`src/dsmf_pkg.sv`:
```
`default_nettype none

package dsmf_pkg;

	localparam int TYPE_MAX_DEF    = 6;
	localparam int PAYLOAD_MAX_DEF = 100;

	localparam logic [7:0] CH_START = 8'h24;	// '$'
	localparam logic [7:0] CH_SEP   = 8'h2C;	// ','
	localparam logic [7:0] CH_END   = 8'h2A;	// '*'

	localparam int EV_W   = 3;
	localparam int POS_W  = 7;
	localparam int CHAR_W = 8;
	localparam int TLEN_W = 3;
	localparam int PLEN_W = 7;
	localparam int OUT_W  = EV_W + POS_W + CHAR_W + TLEN_W + PLEN_W;
	localparam int OUT_BYTES_W = ((OUT_W + 7) / 8) * 8;

	typedef enum logic [1:0] {
		PH_WAIT    = 2'd0,
		PH_TYPE    = 2'd1,
		PH_PAYLOAD = 2'd2
	} phase_t;

	typedef enum logic [EV_W-1:0] {
		EV_NONE    = 3'd0,
		EV_TYPE    = 3'd1,
		EV_PAYLOAD = 3'd2,
		EV_DONE    = 3'd3,
		EV_ABORT   = 3'd4
	} event_t;

endpackage

`default_nettype wire

```
`src/dollar_star_message_framer.sv`:
```
// A byte accepted on s_axis is held in the input register, and its result then in the result register on m_axis.
// Throughput: one byte per cycle while m_axis_tready stays high; an input register and a result register
// let a new byte enter while the previous result still waits on m_axis.
// Reset (arst_n low, asynchronous): both stages empty, framer waits for '$',
// both character counts cleared.
`default_nettype none

module dollar_star_message_framer #(
	parameter int TYPE_MAX    = dsmf_pkg::TYPE_MAX_DEF,
	parameter int PAYLOAD_MAX = dsmf_pkg::PAYLOAD_MAX_DEF
) (
	input  wire logic                              clk,
	input  wire logic                              arst_n,
	input  wire logic                              s_axis_tvalid,
	output logic                                   s_axis_tready,
	input  wire logic [7:0]                        s_axis_tdata,	// byte_value
	output logic                                   m_axis_tvalid,
	input  wire logic                              m_axis_tready,
	// event_res[2:0], position[9:3], char_out[17:10], type_length[20:18],
	// payload_length[27:21], zero fill above
	output logic [dsmf_pkg::OUT_BYTES_W-1:0]       m_axis_tdata
);

	localparam int TW = $clog2(TYPE_MAX + 1);
	localparam int PW = $clog2(PAYLOAD_MAX + 1);
	localparam logic [TW-1:0] TYPE_LIM = TW'(TYPE_MAX);
	localparam logic [PW-1:0] PAY_LIM  = PW'(PAYLOAD_MAX);

	// input stage
	logic       v_s1;
	logic [7:0] byte_s1;

	// result stage
	logic                           v_s2;
	dsmf_pkg::event_t               ev_s2;
	logic [dsmf_pkg::POS_W-1:0]     pos_s2;
	logic [dsmf_pkg::CHAR_W-1:0]    ch_s2;
	logic [dsmf_pkg::TLEN_W-1:0]    tlen_s2;
	logic [dsmf_pkg::PLEN_W-1:0]    plen_s2;

	// framer state
	dsmf_pkg::phase_t phase_q, phase_d;
	logic [TW-1:0]    tcnt_q, tcnt_d;
	logic [PW-1:0]    pcnt_q, pcnt_d;

	dsmf_pkg::event_t            ev_d;
	logic [dsmf_pkg::POS_W-1:0]  pos_d;
	logic [dsmf_pkg::CHAR_W-1:0] ch_d;
	logic [dsmf_pkg::TLEN_W-1:0] tlen_d;
	logic [dsmf_pkg::PLEN_W-1:0] plen_d;

	logic adv;
	logic step;

	assign adv           = !v_s2 || m_axis_tready;
	assign step          = v_s1 && adv;
	assign s_axis_tready = !v_s1 || adv;
	assign m_axis_tvalid = v_s2;
	assign m_axis_tdata  = {{(dsmf_pkg::OUT_BYTES_W - dsmf_pkg::OUT_W){1'b0}},
		plen_s2, tlen_s2, ch_s2, pos_s2, ev_s2};

	always_ff @(posedge clk or negedge arst_n) begin
		if (!arst_n) begin
			v_s1 <= 1'b0;
		end else if (s_axis_tready) begin
			v_s1 <= s_axis_tvalid;
		end
	end

	always_ff @(posedge clk) begin
		if (s_axis_tready && s_axis_tvalid) begin
			byte_s1 <= s_axis_tdata;
		end
	end

	always_ff @(posedge clk or negedge arst_n) begin
		if (!arst_n) begin
			phase_q <= dsmf_pkg::PH_WAIT;
			tcnt_q  <= '0;
			pcnt_q  <= '0;
			v_s2    <= 1'b0;
		end else begin
			if (adv) begin
				v_s2 <= v_s1;
			end
			if (step) begin
				phase_q <= phase_d;
				tcnt_q  <= tcnt_d;
				pcnt_q  <= pcnt_d;
			end
		end
	end

	always_ff @(posedge clk) begin
		if (step) begin
			ev_s2   <= ev_d;
			pos_s2  <= pos_d;
			ch_s2   <= ch_d;
			tlen_s2 <= tlen_d;
			plen_s2 <= plen_d;
		end
	end

	always_comb begin
		phase_d = phase_q;
		tcnt_d  = tcnt_q;
		pcnt_d  = pcnt_q;
		ev_d    = dsmf_pkg::EV_NONE;
		pos_d   = '0;
		ch_d    = '0;
		tlen_d  = '0;
		plen_d  = '0;
		case (phase_q)
			dsmf_pkg::PH_TYPE: begin
				if (byte_s1 == dsmf_pkg::CH_SEP) begin
					phase_d = dsmf_pkg::PH_PAYLOAD;
					pcnt_d  = '0;
				end else if (tcnt_q >= TYPE_LIM) begin
					// separator still allowed at the limit, anything else aborts
					phase_d = dsmf_pkg::PH_WAIT;
					tcnt_d  = '0;
					ev_d    = dsmf_pkg::EV_ABORT;
				end else if (byte_s1 == dsmf_pkg::CH_END) begin
					phase_d = dsmf_pkg::PH_WAIT;
					ev_d    = dsmf_pkg::EV_DONE;
					tlen_d  = dsmf_pkg::TLEN_W'(tcnt_q);
				end else begin
					ev_d   = dsmf_pkg::EV_TYPE;
					pos_d  = dsmf_pkg::POS_W'(tcnt_q);
					ch_d   = byte_s1;
					tcnt_d = tcnt_q + 1'b1;
				end
			end
			dsmf_pkg::PH_PAYLOAD: begin
				if (byte_s1 == dsmf_pkg::CH_END) begin
					phase_d = dsmf_pkg::PH_WAIT;
					ev_d    = dsmf_pkg::EV_DONE;
					tlen_d  = dsmf_pkg::TLEN_W'(tcnt_q);
					plen_d  = dsmf_pkg::PLEN_W'(pcnt_q);
				end else if (pcnt_q >= PAY_LIM) begin
					phase_d = dsmf_pkg::PH_WAIT;
					pcnt_d  = '0;
					ev_d    = dsmf_pkg::EV_ABORT;
				end else begin
					ev_d   = dsmf_pkg::EV_PAYLOAD;
					pos_d  = dsmf_pkg::POS_W'(pcnt_q);
					ch_d   = byte_s1;
					pcnt_d = pcnt_q + 1'b1;
				end
			end
			default: begin
				phase_d = dsmf_pkg::PH_WAIT;
				if (byte_s1 == dsmf_pkg::CH_START) begin
					phase_d = dsmf_pkg::PH_TYPE;
					tcnt_d  = '0;
				end
			end
		endcase
	end

	a_tcnt_bound: assert property (@(posedge clk) disable iff (!arst_n)
		tcnt_q <= TYPE_LIM)
		else $error("type count beyond limit");

	a_pcnt_bound: assert property (@(posedge clk) disable iff (!arst_n)
		pcnt_q <= PAY_LIM)
		else $error("payload count beyond limit");

	a_step_result: assert property (@(posedge clk) disable iff (!arst_n)
		step |=> v_s2)
		else $error("processed byte produced no result");

	a_store_pos: assert property (@(posedge clk) disable iff (!arst_n)
		(step && ev_d == dsmf_pkg::EV_PAYLOAD) |=> (pcnt_q == $past(pcnt_q) + 1'b1))
		else $error("payload count did not advance on store");

endmodule

`default_nettype wire

```
`config.mk`:
```
export PLATFORM = sky130hd
export DESIGN_NAME = dollar_star_message_framer
export DESIGN_NICKNAME = d
export VERILOG_FILES = /design/src/dsmf_pkg.sv /design/src/dollar_star_message_framer.sv
export SDC_FILE = /design/constraint.sdc
export NUM_CORES = 1
export LEC_CHECK = 0
export ABC_AREA = 1
export BUFFER_PORTS_ARGS = -buffer_cell sky130_fd_sc_hd__buf_2
export CAP_MARGIN = 25
export CELL_PAD_IN_SITES_DETAIL_PLACEMENT = 1
export CELL_PAD_IN_SITES_GLOBAL_PLACEMENT = 1
export CORE_ASPECT_RATIO = 2
export CORE_MARGIN = 1.5
export CORE_UTILIZATION = 40
export CTS_CLUSTER_SIZE = 25
export DETAILED_ROUTE_END_ITERATION = 16
export PLACE_DENSITY = 0.78
export SKIP_CTS_REPAIR_TIMING = 1
export SLEW_MARGIN = 40
export SYNTH_ARGS = -nofsm -noshare
export SYNTH_HDL_FRONTEND = slang
export SYNTH_SLANG_ARGS = --single-unit
export TNS_END_PERCENT = 10
```
`constraint.sdc`:
```
create_clock -name clk -period 2.1 [get_ports clk]
set_input_delay 0 -clock clk [delete_from_list [all_inputs] [get_ports clk]]
set_output_delay 0 -clock clk [all_outputs]
set_load 0.05 [all_outputs]
```
==> metrics list <==
- Placed cell count: 355
- Clock-pin slew was measured on the worst setup and hold paths at 0.07 ns.
- Wire length of the first global-routing pass: 9790 um
* Number of pins with negative max-slew slack in the final report: 0
- Cells after Synth: 253
- After layout, the worst path uses 84.0% of the clock period.
- The analysis attributes to cell leakage a power of 1.31 nW.
* Die Span X: 58.3 um
- Buffer levels on the longest clock path: 2
* Maximum Capacitance Violations: 0
- Clock network power share: 37.0%
* Crit. End Element: flop
- Root cell of the clock tree: sky130_fd_sc_hd__clkbuf_16
- CTS tree: done
- Detailed-route DRC error count: 0
* Antenna diode count: 0
- Number of violations reported at the end of detailed-routing iteration 0: 37
- The setup check on the worst reg-to-reg path leaves a slack of 0.34 ns.
* Layout overhead on the synthesized area: 21.5%
- The die covers 6630 um^2.
- In this run the core area contains 40 standard-cell rows.
- Worst setup slack after placement: 0.360 ns
- Area of the mapped netlist: 2450 um^2
- Once layout is complete, the utilization of the core stands at 49.9%.
* Total number of vias: 1,946
* Worst-case reg-to-reg path depth: 5
- Largest net degree at the start of global routing: 24
- In this run the count of I/O pins placed on the die edge is 46.
- Global routing finished with a remaining overflow of 0.
* Category of the critical setup timing path: flop to flop
* Sequential cell area fraction in the yosys report: 58.5%
- # nets final: 327
- Share of power burned in registers: 46.2%
* Clock sink count: 50
- The endpoint identified for the worst register-to-register timing path is pos_s2[1]$_DFFE_PP_.
- The floorplan step set the die height to 114 um.
- Startpoint Class: flop
- Internal Power: 1.80 mW
* Switch Pwr: 757 uW
* Post-synthesis sequential element count: 50
- Number of setup violations in the final report: 0
- Average routed wire per standard cell: 16.5 um
- Routed via count divided by cell count: 5.22
- Path category of the worst min-delay check: primary input to flop
- Violated checks: hold timing
- Final wirelength: 6140 um
- Number of port buffers: 41
- Of the total power, the share spent switching nets is 29.6%.
* Fillcell total: 693
* Final critical-path required period: 1.76 ns
- Initial core utilization: 41.1%
* Share of final-layout standard cells stronger than drive strength 1: 23.2%
- In this run the remaining antenna-violating nets after routing total 0.
- Required time worst endpoint: 2.23 ns
- The number of hold violations in the final report came to 1.
- Detailed placement ended at an HPWL of 4610 um.
* Critical register-to-register path startpoint: phase_q[0]$_DFFE_PN0P_
- The design draws 2.56 mW.
- The H-tree generated during clock tree synthesis spans 2 levels.
- RD Place Congestion: 0.828
* Post-Route Skew: 0.00396 ns
- Result of the run: complete, but fails checks
- Post-Syn Area per Cell: 9.67 um^2
- Across the VDD grid, the largest voltage drop is 574 uV.
- Largest fanout on the critical path: 11
* Endpoint, Worst Hold: m_axis_tvalid$_DFFE_PN0P_
- Antenna violations before repair: 0
* Vias in the first global route: 2,123
* Total iterations of the first detailed-routing run: 4
- After layout, the worst setup slack is 0.337 ns.
* Number of CTS-inserted buffers: 5
- RSZ-0062 raised after global routing: false
- Across all hold checks on the routed design, the worst slack comes to -0.0185 ns.
* Max Fclk: 567 MHz
* Total Neg Setup Slack: 0 ns
- In this run the most critical hold path is launched from m_axis_tready.
- Cell count of the worst hold path: 4
* Post-route insts no fill: 373
- Across every metal layer, demand over resource in global routing totals 19.9%.
* Yosys cell types: 27
- Most frequent cells in the layout: sky130_fd_sc_hd__nand2_1 (56), sky130_fd_sc_hd__nor2_1 (42), sky130_fd_sc_hd__buf_2 (41)
- Commonest non-fill, non-tap cell in the layout: sky130_fd_sc_hd__nand2_1
- Power density cells: 860 nW/um^2
* Gate power share: 16.8%
- Yosys warns: 0
- The region available for standard cell placement spans 5960 um^2.
- For the worst setup path, the data arrival time is 1.89 ns.
- Worst-skew pair later-pin latency: 0.29 ns
## Yosys cell counts
cell                        n  area share [%]
sky130_fd_sc_hd__nand2_1   56             8.6
sky130_fd_sc_hd__nor2_1    42             6.4
sky130_fd_sc_hd__edfxtp_1  36              44
sky130_fd_sc_hd__inv_1     30             4.6
sky130_fd_sc_hd__nand3_1   16             3.3
sky130_fd_sc_hd__dfrtp_1   14              14
sky130_fd_sc_hd__nand4_1    8             2.0
sky130_fd_sc_hd__nand2_2    7             1.8
sky130_fd_sc_hd__o21ai_2    7             2.5
sky130_fd_sc_hd__ha_1       6             3.1
sky130_fd_sc_hd__o21ai_0    5             1.0
sky130_fd_sc_hd__a21oi_1    4            0.82
sky130_fd_sc_hd__buf_4      4             1.2
sky130_fd_sc_hd__nor2_2     3            0.77
sky130_fd_sc_hd__o22ai_1    3            0.77
sky130_fd_sc_hd__buf_12     1            0.82
sky130_fd_sc_hd__buf_2      1            0.20
sky130_fd_sc_hd__clkbuf_1   1            0.15
sky130_fd_sc_hd__conb_1     1            0.15
sky130_fd_sc_hd__inv_2      1            0.15
sky130_fd_sc_hd__nand2_4    1            0.46
sky130_fd_sc_hd__nand3_4    1            0.72
sky130_fd_sc_hd__nor2_8     1            0.82
sky130_fd_sc_hd__nor3_1     1            0.20
sky130_fd_sc_hd__o21ai_1    1            0.20
sky130_fd_sc_hd__xnor2_1    1            0.36
sky130_fd_sc_hd__xor2_1     1            0.36
## routing by layer
metal  global-route usage (%)  vias to the layer above  part of all wire [%]
li1                         -                      933                     -
met1                     17.6                      932                    31
met2                     38.4                       59                    60
met3                     3.29                       22                   3.7
met4                     13.0                        0                   5.4
met5                        0                        -                     0
## power by group through the flow
stage | logic [mW] | clock network [mW] | registers, mW
finish | 0.430 | 0.947 | 1.18
global route | 0.451 | 1.01 | 1.19
CTS | 0.417 | 0.966 | 1.18
detailed placement | 0.416 | 0 | 1.20
global placement | 0.410 | 0 | 1.20
floorplan | 0.0984 | 0 | 1.42
## metrics by stage
| step | area, um^2 | hold WS (ns) |
|---|---|---|
| floorplan | 2460 | -0.296 |
| global placement | 2700 | -0.0629 |
| detailed placement | 2700 | -0.0758 |
| CTS | 2870 | -0.390 |
| global route | 2970 | 0.00921 |
| finish | 2970 | -0.0185 |
## worst max path at each step
stage	from	to	slack, ns	cells past startpoint
2_1_floorplan	m_axis_tvalid$_DFFE_PN0P_	tcnt_q[0]$_DFFE_PN0P_	0.04	8
3_3_place_gp	phase_q[0]$_DFFE_PN0P_	pos_s2[2]$_DFFE_PP_	0.37	5
3_5_place_dp	phase_q[0]$_DFFE_PN0P_	pos_s2[5]$_DFFE_PP_	0.36	5
4_1_cts	phase_q[0]$_DFFE_PN0P_	pos_s2[1]$_DFFE_PP_	0.33	5
5_1_grt	tcnt_q[0]$_DFFE_PN0P_	phase_q[0]$_DFFE_PN0P_	0.17	9
6_report	phase_q[0]$_DFFE_PN0P_	pos_s2[1]$_DFFE_PP_	0.34	5
## flip-flops by register name, indices dropped and copies added, names as in the netlist
| signal | cells |
|---|---|
| byte_s1 | 8 |
| pcnt_q | 7 |
| phase_q | 2 |
| tlen_s2 | 3 |
| ev_s2 | 3 |
| ch_s2 | 8 |
| pos_s2 | 7 |
| plen_s2 | 7 |
| tcnt_q | 3 |
| m_axis_tvalid | 1 |
| v_s1 | 1 |
## worst max-delay path, stage by stage (launching register included)
cell	delay [ns]
sky130_fd_sc_hd__dfrtp_1	0.37
sky130_fd_sc_hd__inv_1	0.05
sky130_fd_sc_hd__ha_1	0.37
sky130_fd_sc_hd__inv_1	0.30
sky130_fd_sc_hd__nand3_1	0.29
sky130_fd_sc_hd__o22ai_1	0.21
## final cells by class
| type | count | area (um^2) | share of cell area [%] |
|---|---|---|---|
| repair buffers | 53 | 320 | 10.8 |
| inverters | 31 | 116 | 3.91 |
| clock inverters | 3 | 48.8 | 1.64 |
| multi-input cells | 168 | 852 | 28.7 |
| well taps | 63 | 78.8 | 2.65 |
| clock buffers | 5 | 125 | 4.21 |
| flip-flops and latches | 50 | 1430 | 48.1 |
## cell families (layout without fill, tap and decap cells)
group	after synthesis	in the layout	synth area share, %
compound gates	20	20	5.32
xor+xnor	2	2	0.716
fa+ha+maj	6	6	3.07
buf+inv	38	92	7.16
flops	50	50	58.5
other cells	1	4	0.153
simple gates	136	136	25.1
Note: power is estimated with default switching activity, not from simulation.
